File: config.mk
export PLATFORM = sky130hd
export DESIGN_NAME = dshot_frame_decoder_top
export DESIGN_NICKNAME = d
export VERILOG_FILES = /design/src/hdl/dfd_pkg.sv /design/src/hdl/dfd_edge_mem.sv /design/src/hdl/dfd_reply_walk.sv /design/src/hdl/dshot_frame_decoder_top.sv
export SDC_FILE = /design/constraint.sdc
export NUM_CORES = 2
export LEC_CHECK = 0
export BUFFER_PORTS_ARGS = -buffer_cell sky130_fd_sc_hd__clkbuf_2
export CELL_PAD_IN_SITES_DETAIL_PLACEMENT = 1
export CELL_PAD_IN_SITES_GLOBAL_PLACEMENT = 2
export CORE_MARGIN = 8
export CORE_UTILIZATION = 43
export DETAILED_ROUTE_END_ITERATION = 10
export GPL_ROUTABILITY_DRIVEN = 1
export PLACE_DENSITY = 0.83
export SYNTH_ARGS = -nofsm -noshare
export SYNTH_HDL_FRONTEND = slang
export SYNTH_SLANG_ARGS = --single-unit
File: constraint.sdc
create_clock -name clk -period 9.73 [get_ports clk]
set_input_delay 2.919 -clock clk [delete_from_list [all_inputs] [get_ports clk]]
set_output_delay 2.919 -clock clk [all_outputs]
set_load 0.05 [all_outputs]
File: src/hdl/dfd_pkg.sv
`timescale 1ns / 1ps
// Package for the line frame decoder: beat types, mode and result codes,
// register indexes and fixed constants. No dependencies.
package dfd_pkg;

    localparam int FRAME_BITS     = 16;
    localparam int REPLY_BITS     = 20;
    localparam int EDGE_DEPTH_DEF = 64;
    localparam int REL_W          = 24;
    localparam int CENTRE_DIV     = 2 * REPLY_BITS;
    localparam int CFG_IDX_W      = 3;
    localparam int CFG_DATA_W     = 24;

    localparam logic [1:0] MODE_IDLE  = 2'd0;
    localparam logic [1:0] MODE_PULSE = 2'd1;
    localparam logic [1:0] MODE_GAP   = 2'd2;
    localparam logic [1:0] MODE_REPLY = 2'd3;

    localparam logic [1:0] KIND_COMMAND = 2'd0;
    localparam logic [1:0] KIND_REPLY   = 2'd1;
    localparam logic [1:0] KIND_ERROR   = 2'd2;

    localparam logic [CFG_IDX_W-1:0] CFG_BIDIR     = 3'd0;
    localparam logic [CFG_IDX_W-1:0] CFG_SPB       = 3'd1;
    localparam logic [CFG_IDX_W-1:0] CFG_GAP_MIN   = 3'd2;
    localparam logic [CFG_IDX_W-1:0] CFG_GAP_MAX   = 3'd3;
    localparam logic [CFG_IDX_W-1:0] CFG_WINDOW    = 3'd4;

    localparam logic [17:0] RECIP_5 = 18'h33333;

    typedef struct packed {
        logic        edge_level;
        logic [31:0] edge_interval;
    } in_t;

    typedef struct packed {
        logic [1:0]  result_kind;
        logic [10:0] throttle_payload;
        logic        reply_request;
        logic        check_ok;
        logic [3:0]  check_value;
        logic [15:0] command_word;
        logic [19:0] reply_word;
        logic [3:0]  error_position;
    } out_t;

    typedef struct packed {
        logic              level;
        logic [REL_W-1:0]  rel;
    } edge_t;

endpackage

File: src/hdl/dfd_edge_mem.sv
`timescale 1ns / 1ps
// Edge store for the telemetry window: one write port, one registered read port.
// Depends on dfd_pkg.
module dfd_edge_mem #(
    parameter int EDGE_DEPTH = dfd_pkg::EDGE_DEPTH_DEF
) (
    input  logic                          clk,
    input  logic                          wr_en,
    input  logic [$clog2(EDGE_DEPTH)-1:0] wr_addr,
    input  dfd_pkg::edge_t                wr_data,
    input  logic [$clog2(EDGE_DEPTH)-1:0] rd_addr,
    output dfd_pkg::edge_t                rd_data
);
    import dfd_pkg::*;

    edge_t mem_reg [EDGE_DEPTH];

    always_ff @(posedge clk)
    begin
        if (wr_en)
        begin
            mem_reg[wr_addr] <= wr_data;
        end
        rd_data <= mem_reg[rd_addr];
    end

endmodule

File: src/hdl/dfd_reply_walk.sv
`timescale 1ns / 1ps
// Sequencer that samples stored edges at the reply bit centres and works out
// the reply length. Depends on dfd_pkg; reads dfd_edge_mem.
module dfd_reply_walk #(
    parameter int EDGE_DEPTH = dfd_pkg::EDGE_DEPTH_DEF
) (
    input  logic                            clk,
    input  logic                            rst_n,
    input  logic                            start,
    input  logic                            ack,
    input  logic [$clog2(EDGE_DEPTH+1)-1:0] count,
    input  logic [dfd_pkg::REL_W-1:0]       span,
    input  logic                            active,
    output logic [$clog2(EDGE_DEPTH)-1:0]   rd_addr,
    input  dfd_pkg::edge_t                  rd_data,
    output logic                            done,
    output logic [dfd_pkg::REPLY_BITS-1:0]  word,
    output logic [dfd_pkg::REL_W:0]         span_end
);
    import dfd_pkg::*;

    localparam int CW = $clog2(EDGE_DEPTH + 1);
    localparam int AW = $clog2(EDGE_DEPTH);
    localparam int KW = $clog2(REPLY_BITS);
    localparam int XW = REL_W + 7;

    localparam logic [2:0] W_IDLE  = 3'd0;
    localparam logic [2:0] W_FETCH = 3'd1;
    localparam logic [2:0] W_CMP   = 3'd2;
    localparam logic [2:0] W_BIT   = 3'd3;
    localparam logic [2:0] W_MUL   = 3'd4;
    localparam logic [2:0] W_COR   = 3'd5;
    localparam logic [2:0] W_DONE  = 3'd6;

    logic [2:0]            st_reg, st_next;
    logic [CW-1:0]         e_reg, e_next;
    logic [KW-1:0]         k_reg, k_next;
    logic [XW-1:0]         x_reg, x_next;
    logic                  lvl_reg, lvl_next;
    logic [REPLY_BITS-1:0] word_reg, word_next;
    logic [38:0]           prod_reg, prod_next;
    logic [REL_W:0]        end_reg, end_next;
    logic [XW-1:0]         lhs;
    logic [18:0]           q0;
    logic [21:0]           rem;

    assign rd_addr  = e_reg[AW-1:0];
    assign done     = (st_reg == W_DONE);
    assign word     = word_reg;
    assign span_end = end_reg;

    always_comb
    begin
        st_next   = st_reg;
        e_next    = e_reg;
        k_next    = k_reg;
        x_next    = x_reg;
        lvl_next  = lvl_reg;
        word_next = word_reg;
        prod_next = prod_reg;
        end_next  = end_reg;
        lhs       = XW'(({1'b0, rd_data.rel} + 25'd1) * CENTRE_DIV);
        q0        = prod_reg[38:20];
        rem       = {1'b0, span[REL_W-1:3]} - (22'(q0) * 22'd5);
        unique case (st_reg)
            W_IDLE:
            begin
                if (start)
                begin
                    e_next   = '0;
                    k_next   = '0;
                    x_next   = XW'(span);
                    lvl_next = active;
                    st_next  = W_FETCH;
                end
            end
            W_FETCH:
            begin
                st_next = (e_reg < count) ? W_CMP : W_BIT;
            end
            W_CMP:
            begin
                if (lhs <= x_reg)
                begin
                    lvl_next = rd_data.level;
                    e_next   = e_reg + CW'(1);
                    st_next  = W_FETCH;
                end
                else
                begin
                    st_next = W_BIT;
                end
            end
            W_BIT:
            begin
                word_next[REPLY_BITS - 1 - int'(k_reg)] = lvl_reg;
                if (k_reg == KW'(REPLY_BITS - 1))
                begin
                    st_next = W_MUL;
                end
                else
                begin
                    k_next  = k_reg + KW'(1);
                    x_next  = x_reg + XW'({span, 1'b0});
                    st_next = W_FETCH;
                end
            end
            W_MUL:
            begin
                prod_next = span[REL_W-1:3] * RECIP_5;
                st_next   = W_COR;
            end
            W_COR:
            begin
                end_next = {1'b0, span} + (REL_W+1)'(q0) +
                           (REL_W+1)'(rem >= 22'd5);
                st_next  = W_DONE;
            end
            W_DONE:
            begin
                if (ack)
                begin
                    st_next = W_IDLE;
                end
            end
            default:
            begin
                st_next = W_IDLE;
            end
        endcase
    end

    always_ff @(posedge clk or negedge rst_n)
    begin
        if (!rst_n)
        begin
            st_reg <= W_IDLE;
        end
        else
        begin
            st_reg <= st_next;
        end
    end

    always_ff @(posedge clk)
    begin
        e_reg    <= e_next;
        k_reg    <= k_next;
        x_reg    <= x_next;
        lvl_reg  <= lvl_next;
        word_reg <= word_next;
        prod_reg <= prod_next;
        end_reg  <= end_next;
    end

`ifndef SYNTHESIS
    a_count_bound: assert property (@(posedge clk) disable iff (!rst_n)
        (st_reg == W_CMP) |-> (e_reg < count))
        else $error("edge index read beyond the stored count");
    a_k_bound: assert property (@(posedge clk) disable iff (!rst_n)
        (k_reg <= KW'(REPLY_BITS - 1)) || (st_reg == W_IDLE))
        else $error("centre index out of range");
    a_done_hold: assert property (@(posedge clk) disable iff (!rst_n)
        (done && !ack) |=> done)
        else $error("walk result dropped before it was taken");
`endif

endmodule

File: src/hdl/dshot_frame_decoder_top.sv
`timescale 1ns / 1ps
// Top level of the line frame decoder: command frame FSM, registers and result
// register. Depends on dfd_pkg, dfd_edge_mem and dfd_reply_walk.
//
// Channel   Direction  Handshake            Beat
// in        input      in_valid/in_ready    dfd_pkg::in_t  (one line edge)
// out       output     out_valid/out_ready  dfd_pkg::out_t (one result)
// cfg       input      cfg_write            cfg_index, cfg_data
//
// An edge is accepted in ST_ACCEPT and then decoded in ST_EXEC.
// An edge that closes a telemetry window then starts the centre walk, which reads the
// stored edges one at a time through the edge memory's single read port.
// Reset clears all control state; the edge memory needs no clearing.
// Decoding waits while the result register holds a beat that is not taken.
module dshot_frame_decoder_top #(
    parameter int EDGE_DEPTH = dfd_pkg::EDGE_DEPTH_DEF
) (
    input  logic                             clk,
    input  logic                             rst_n,
    input  logic                             in_valid,
    output logic                             in_ready,
    input  dfd_pkg::in_t                     in_data,
    output logic                             out_valid,
    input  logic                             out_ready,
    output dfd_pkg::out_t                    out_data,
    input  logic                             cfg_write,
    input  logic [dfd_pkg::CFG_IDX_W-1:0]    cfg_index,
    input  logic [dfd_pkg::CFG_DATA_W-1:0]   cfg_data
);
    import dfd_pkg::*;

    localparam int CW = $clog2(EDGE_DEPTH + 1);
    localparam int AW = $clog2(EDGE_DEPTH);

    localparam logic [1:0] ST_ACCEPT = 2'd0;
    localparam logic [1:0] ST_EXEC   = 2'd1;
    localparam logic [1:0] ST_WALK   = 2'd2;

    logic [1:0]       st_reg, st_next;
    logic [31:0]      tick_reg, tick_next;
    logic             level_reg, level_next;
    logic [1:0]       mode_reg, mode_next;
    logic [3:0]       pos_reg, pos_next;
    logic [15:0]      word_reg, word_next;
    logic [31:0]      ps_reg, ps_next;
    logic [31:0]      fe_reg, fe_next;
    logic [31:0]      rs_reg, rs_next;
    logic [CW-1:0]    cnt_reg, cnt_next;
    logic [REL_W-1:0] last_reg, last_next;
    logic             out_valid_reg, out_valid_next;
    out_t             out_reg, out_next;

    logic             bidir_reg;
    logic [15:0]      spb_reg;
    logic [23:0]      gmin_reg, gmax_reg, win_reg;

    logic             active, out_free, do_idle, mem_we, walk_start, walk_ack, walk_done;
    logic [31:0]      fe_use, width, since, rel;
    logic [15:0]      word_b;
    logic [3:0]       chk;
    logic [AW-1:0]    rd_addr;
    edge_t            rd_data, wr_data;
    logic [REPLY_BITS-1:0] reply_word;
    logic [REL_W:0]   span_end;
    logic [REL_W-1:0] span;

    assign active    = ~bidir_reg;
    assign out_free  = !out_valid_reg || out_ready;
    assign in_ready  = (st_reg == ST_ACCEPT);
    assign out_valid = out_valid_reg;
    assign out_data  = out_reg;
    assign span      = (cnt_reg == '0) ? '0 : last_reg;
    assign walk_ack  = (st_reg == ST_WALK) && walk_done && out_free;

    always_comb
    begin
        st_next        = st_reg;
        tick_next      = tick_reg;
        level_next     = level_reg;
        mode_next      = mode_reg;
        pos_next       = pos_reg;
        word_next      = word_reg;
        ps_next        = ps_reg;
        fe_next        = fe_reg;
        rs_next        = rs_reg;
        cnt_next       = cnt_reg;
        last_next      = last_reg;
        out_valid_next = out_valid_reg;
        out_next       = out_reg;
        if (out_ready)
        begin
            out_valid_next = 1'b0;
        end
        do_idle    = 1'b0;
        fe_use     = fe_reg;
        mem_we     = 1'b0;
        walk_start = 1'b0;
        width      = tick_reg - ps_reg;
        rel        = tick_reg - rs_reg;
        word_b     = word_reg;
        if ({width, 1'b0} > {17'd0, spb_reg})
        begin
            word_b[pos_reg] = 1'b1;
        end
        chk = word_b[7:4] ^ word_b[11:8] ^ word_b[15:12];
        if (bidir_reg)
        begin
            chk = ~chk;
        end
        wr_data.level = level_reg;
        wr_data.rel   = rel[REL_W-1:0];
        unique case (st_reg)
            ST_ACCEPT:
            begin
                if (in_valid)
                begin
                    tick_next  = tick_reg + in_data.edge_interval;
                    level_next = in_data.edge_level;
                    st_next    = ST_EXEC;
                end
            end
            ST_EXEC:
            begin
                if (out_free)
                begin
                    st_next = ST_ACCEPT;
                    unique case (mode_reg)
                        MODE_PULSE:
                        begin
                            if (level_reg != active)
                            begin
                                word_next = word_b;
                                if (35'(width) * 35'd5 < 35'(spb_reg))
                                begin
                                    out_valid_next = 1'b1;
                                    out_next = '0;
                                    out_next.result_kind    = KIND_ERROR;
                                    out_next.error_position = pos_reg;
                                    mode_next = MODE_IDLE;
                                    pos_next  = 4'(FRAME_BITS - 1);
                                    word_next = '0;
                                end
                                else if (pos_reg == '0)
                                begin
                                    out_valid_next = 1'b1;
                                    out_next = '0;
                                    out_next.result_kind      = KIND_COMMAND;
                                    out_next.throttle_payload = word_b[15:5];
                                    out_next.reply_request    = word_b[4];
                                    out_next.check_ok         = (word_b[3:0] == chk);
                                    out_next.check_value      = chk;
                                    out_next.command_word     = word_b;
                                    fe_next   = tick_reg;
                                    mode_next = MODE_IDLE;
                                    pos_next  = 4'(FRAME_BITS - 1);
                                    word_next = '0;
                                end
                                else
                                begin
                                    pos_next  = pos_reg - 4'd1;
                                    ps_next   = tick_reg;
                                    mode_next = MODE_GAP;
                                end
                            end
                        end
                        MODE_GAP:
                        begin
                            mode_next = MODE_IDLE;
                            do_idle   = 1'b1;
                            if ({width, 1'b0} > 33'(spb_reg) * 33'd3)
                            begin
                                out_valid_next = 1'b1;
                                out_next = '0;
                                out_next.result_kind    = KIND_ERROR;
                                out_next.error_position = pos_reg + 4'd1;
                                pos_next  = 4'(FRAME_BITS - 1);
                                word_next = '0;
                            end
                        end
                        MODE_REPLY:
                        begin
                            if (rel < {8'd0, win_reg})
                            begin
                                if (cnt_reg < CW'(EDGE_DEPTH))
                                begin
                                    mem_we    = 1'b1;
                                    cnt_next  = cnt_reg + CW'(1);
                                    last_next = rel[REL_W-1:0];
                                end
                            end
                            else
                            begin
                                walk_start = 1'b1;
                                st_next    = ST_WALK;
                            end
                        end
                        default:
                        begin
                            do_idle = 1'b1;
                        end
                    endcase
                end
            end
            ST_WALK:
            begin
                if (walk_ack)
                begin
                    out_valid_next = 1'b1;
                    out_next = '0;
                    out_next.result_kind = KIND_REPLY;
                    out_next.reply_word  = reply_word;
                    fe_next   = rs_reg + 32'(span_end);
                    fe_use    = fe_next;
                    mode_next = MODE_IDLE;
                    pos_next  = 4'(FRAME_BITS - 1);
                    word_next = '0;
                    do_idle   = 1'b1;
                    st_next   = ST_ACCEPT;
                end
            end
            default:
            begin
                st_next = ST_ACCEPT;
            end
        endcase
        since = tick_reg - fe_use;
        if (do_idle && (level_reg == active))
        begin
            if (bidir_reg && (since >= {8'd0, gmin_reg}) && (since <= {8'd0, gmax_reg}))
            begin
                mode_next = MODE_REPLY;
                rs_next   = tick_reg;
                cnt_next  = '0;
                pos_next  = 4'(FRAME_BITS - 1);
                word_next = '0;
            end
            else
            begin
                ps_next   = tick_reg;
                mode_next = MODE_PULSE;
            end
        end
    end

    always_ff @(posedge clk or negedge rst_n)
    begin
        if (!rst_n)
        begin
            st_reg        <= ST_ACCEPT;
            tick_reg      <= '0;
            level_reg     <= 1'b0;
            mode_reg      <= MODE_IDLE;
            pos_reg       <= 4'(FRAME_BITS - 1);
            word_reg      <= '0;
            ps_reg        <= '0;
            fe_reg        <= '0;
            rs_reg        <= '0;
            cnt_reg       <= '0;
            last_reg      <= '0;
            out_valid_reg <= 1'b0;
            bidir_reg     <= 1'b0;
            spb_reg       <= 16'd40;
            gmin_reg      <= 24'd360;
            gmax_reg      <= 24'd1080;
            win_reg       <= 24'd768;
        end
        else
        begin
            st_reg        <= st_next;
            tick_reg      <= tick_next;
            level_reg     <= level_next;
            mode_reg      <= mode_next;
            pos_reg       <= pos_next;
            word_reg      <= word_next;
            ps_reg        <= ps_next;
            fe_reg        <= fe_next;
            rs_reg        <= rs_next;
            cnt_reg       <= cnt_next;
            last_reg      <= last_next;
            out_valid_reg <= out_valid_next;
            if (cfg_write)
            begin
                unique case (cfg_index)
                    CFG_BIDIR:   bidir_reg <= cfg_data[0];
                    CFG_SPB:     spb_reg   <= cfg_data[15:0];
                    CFG_GAP_MIN: gmin_reg  <= cfg_data;
                    CFG_GAP_MAX: gmax_reg  <= cfg_data;
                    CFG_WINDOW:  win_reg   <= cfg_data;
                    default:     ;
                endcase
            end
        end
    end

    always_ff @(posedge clk)
    begin
        out_reg <= out_next;
    end

    dfd_edge_mem #(
        .EDGE_DEPTH (EDGE_DEPTH)
    ) u_mem (
        .clk     (clk),
        .wr_en   (mem_we),
        .wr_addr (cnt_reg[AW-1:0]),
        .wr_data (wr_data),
        .rd_addr (rd_addr),
        .rd_data (rd_data)
    );

    dfd_reply_walk #(
        .EDGE_DEPTH (EDGE_DEPTH)
    ) u_walk (
        .clk      (clk),
        .rst_n    (rst_n),
        .start    (walk_start),
        .ack      (walk_ack),
        .count    (cnt_reg),
        .span     (span),
        .active   (active),
        .rd_addr  (rd_addr),
        .rd_data  (rd_data),
        .done     (walk_done),
        .word     (reply_word),
        .span_end (span_end)
    );

`ifndef SYNTHESIS
    a_cnt_bound: assert property (@(posedge clk) disable iff (!rst_n)
        cnt_reg <= CW'(EDGE_DEPTH))
        else $error("edge count beyond the store depth");
    a_gap_pos: assert property (@(posedge clk) disable iff (!rst_n)
        (mode_reg == MODE_GAP) |-> (pos_reg != 4'(FRAME_BITS - 1)))
        else $error("gap state with no bit received");
    a_done_walk: assert property (@(posedge clk) disable iff (!rst_n)
        walk_done |-> (st_reg == ST_WALK))
        else $error("reply walk finished outside the walk state");
    a_no_overwrite: assert property (@(posedge clk) disable iff (!rst_n)
        (out_valid_reg && !out_ready) |=> $stable(out_reg))
        else $error("pending result overwritten");
`endif

endmodule
==> results.yml <==
pwr:
  power_density_nw_per_um2: 370
  clock_power_share_pct: 18.8
  swShare_pct: 42.4
  finalPower_uw: 43600
  switchingPower_uw: 18500
  seq_power_share_pct: 26.8
  intPower_uw: 25100
  pwr-share-comb_pct: 54.4
  irDropWorstVdd_uv: 470
  leakage_uw: 0.0444
routing:
  vias: 65200
  ant_nets: 0
  wl_um: 319000
  wl_per_cell_um: 29.4
  vias_per_cell: 6.01
  drt_iter0_drc: 6650
  firstDrtPassIters: 6
  drc: 0
yosys:
  syn_area_per_cell_um2: 14.6
  synth_warnings: 0
  ys_seq_area_share_pct: 57.5
  synth.top_cell.area_share_pct: 50.4
  synth-edff-count: 1755
  yosys.area_share.simple_pct: 5.96
  yosys.area_share.adder_pct: 11.1
  synthArstFlopShare_pct: 13.5
  synth-compound-area-share_pct: 7.28
  syn_nets: 8035
  synth_cell_types: 99
  synth_flop_cell: "edfxtp_1"
  synthMuxAreaShare_pct: 12.6
  ys_ff_latch: 2057
  yosysTopAreaCell: "edfxtp_1"
  synth_area_um2: 105000
  yosys-top-cells-area: "edfxtp_1 (50%), mux4_2 (11%), ha_1 (7.9%)"
  synth_top_family_by_area: "multiplexers"
  synthCells: 7143
  synth_xor_xnor_area_share_pct: 2.63
placement:
  placed_area_um2: 111000
  hpwl_um: 206000
  port_buffers: 125
  dp_slack_ns: -0.131
  gp_congestion: 0.892
setup_path:
  critPathLaunchType: "register"
  required_ns: 10.43
  crit_type: "register to register"
  arrival_ns: 9.94
  critPathMaxStageDelay_ns: 0.57
  crit_fanout: 32
  end_kind: "register"
  path_delay_family: "compound AO/OA/AOI/OAI gates"
  cp_num_buf_inv: 4
  slowest_stage: "or4_1"
clock_network:
  post_cts_buffers: 0
  cts_root_buf: "clkbuf_16"
  h-tree-depth: 4
  cts_buffers: 207
  ctsResizeCount: 0
  clk_path_buf_depth: 3
  cts_sinks: 2057
  clock_latency_ns: 0.92
  ctsHoldBuffers: 0
  clk_pin_slew_ns: 0.06
  cts_tree: "built"
timing:
  slew_headroom_pct: 14.1
  slew_viol_final: 0
  whs_ns: 0.483
  min_period_over_period_pct: 94.9
  fmax_mhz: 108
  rsz0062_at_grt: "false"
  tightestPinTransition_ns: 1.29
  skew_ns: 0.119
  finalHoldViolCount: 0
  fin_setup_tns_ns: 0
  min_period_ns: 9.24
  finalWorstSetupSlack_ns: 0.492
  setup_viol: 0
finish:
  largest_reg_flops: 1600
  final_common_cell: "edfxtp_1"
  fin_area_um2: 118000
  drive_gt1_share_pct: 19.0
  fillers: 23800
  syn2layout_area_growth_pct: 12.6
  final_cell_mix: "edfxtp_1 (1755), ha_1 (664), inv_1 (563)"
  final_nets: 8357
grt:
  grtUsageTotal_pct: 24.3
  grt_first_pass_wirelength_um: 468000
  grt_antenna_before_repair: 27
  grt_pass1_vias: 68700
  grt_max_degree: 129
  grt-ovfl-total: 0
die:
  fp.dieW_um: 509
  dieArea_um2: 259000
  row_count: 181
  core_area_um2: 243000
  initial_core_util_pct: 43.1
  die_h_um: 509
  io_pins: 126
min_path:
  min_path_type: "register to register"
run:
  drv_cap: 0
outcome:
  status: "finished clean"
[layout make-up]
cell class | instances | area [um2] | share of cell area (%)
well taps | 3202 | 4010 | 3.40
multi-input cells | 4283 | 41900 | 35.6
inverters | 565 | 2120 | 1.80
flip-flops and latches | 2057 | 60200 | 51.1
clock inverters | 130 | 1390 | 1.18
diodes | 10 | 25.0 | 0.0213
repair buffers | 351 | 2560 | 2.17
clock buffers | 261 | 5590 | 4.74
[Yosys cell counts, types with 37 or more instances]
master	count
a21o_1	132
a21oi_1	291
a31oi_1	43
and2_1	75
and3_1	37
buf_1	45
clkbuf_1	177
dfrtp_1	261
edfxtp_1	1755
fa_1	163
ha_1	664
inv_1	564
mux2_2	94
mux4_2	525
nand2_1	349
nand2b_1	55
nand3_1	109
nand4_1	52
nor2_1	375
nor2b_1	57
nor3_1	93
o21a_1	82
o21ai_0	329
o21bai_1	41
xnor2_1	193
xor2_1	108
[power groups by stage]
stage | logic (uW) | registers (uW) | clock network (uW)
after floorplan | 16000 | 12000 | 0
after global routing | 26000 | 11700 | 8590
after CTS | 23700 | 11700 | 8330
after global placement | 22600 | 11800 | 0
after detailed placement | 23500 | 11800 | 0
final | 23700 | 11700 | 8220
[cell families (layout without fill, tap and decap cells)]
group,count (synthesis),in the layout
xor+xnor,306,306
compound gates,1196,1196
simple gates,1308,1308
other cells,0,10
mux,646,646
buf+inv,803,1307
fa+ha+maj,827,827
flops,2057,2057
[worst paths after layout]
check                                              from                        to  slack [ns]  depth (start not counted)
setup / recovery           u_walk.span_end[0]$_DFFE_PP_      ps_reg[30]$_DFF_PN0_        0.49                         37
setup reg to reg           u_walk.span_end[0]$_DFFE_PP_      ps_reg[30]$_DFF_PN0_        0.49                         37
min in group asynchronous                         rst_n  tick_reg[19]$_DFFE_PN0P_        2.21                          1
max in group asynchronous                         rst_n   win_reg[16]$_DFFE_PN0P_        6.01                          2
hold reg to reg                   fe_reg[3]$_DFFE_PN0P_     fe_reg[3]$_DFFE_PN0P_        0.48                          2
hold / removal                    fe_reg[3]$_DFFE_PN0P_     fe_reg[3]$_DFFE_PN0P_        0.48                          2
[per-layer routing]
metal	wire, um	vias up	track usage, %
met1	129000	33900	32.7
met2	154000	2941	40.5
li1	-	27800	-
met3	24300	600	4.01
met4	11500	8	8.01
met5	49	-	0
[per-stage QoR]
| step | instances | util (%) |
|---|---|---|
| after detailed placement | 10500 | 45.7 |
| after global routing | 10900 | 48.5 |
| after CTS | 10800 | 48.5 |
| after floorplan | 7143 | - |
| after global placement | 10500 | 45.7 |
| final | 10900 | 48.5 |
[tightest hold or removal path, delay by kind of cell (launching register included)]
kind               cells  cell delay [ns]
AOI/OAI and AO/OA      1             0.06
DFF                    1             0.35
and+or+nand+nor        1             0.05
Power figures use the tool's default switching activity.
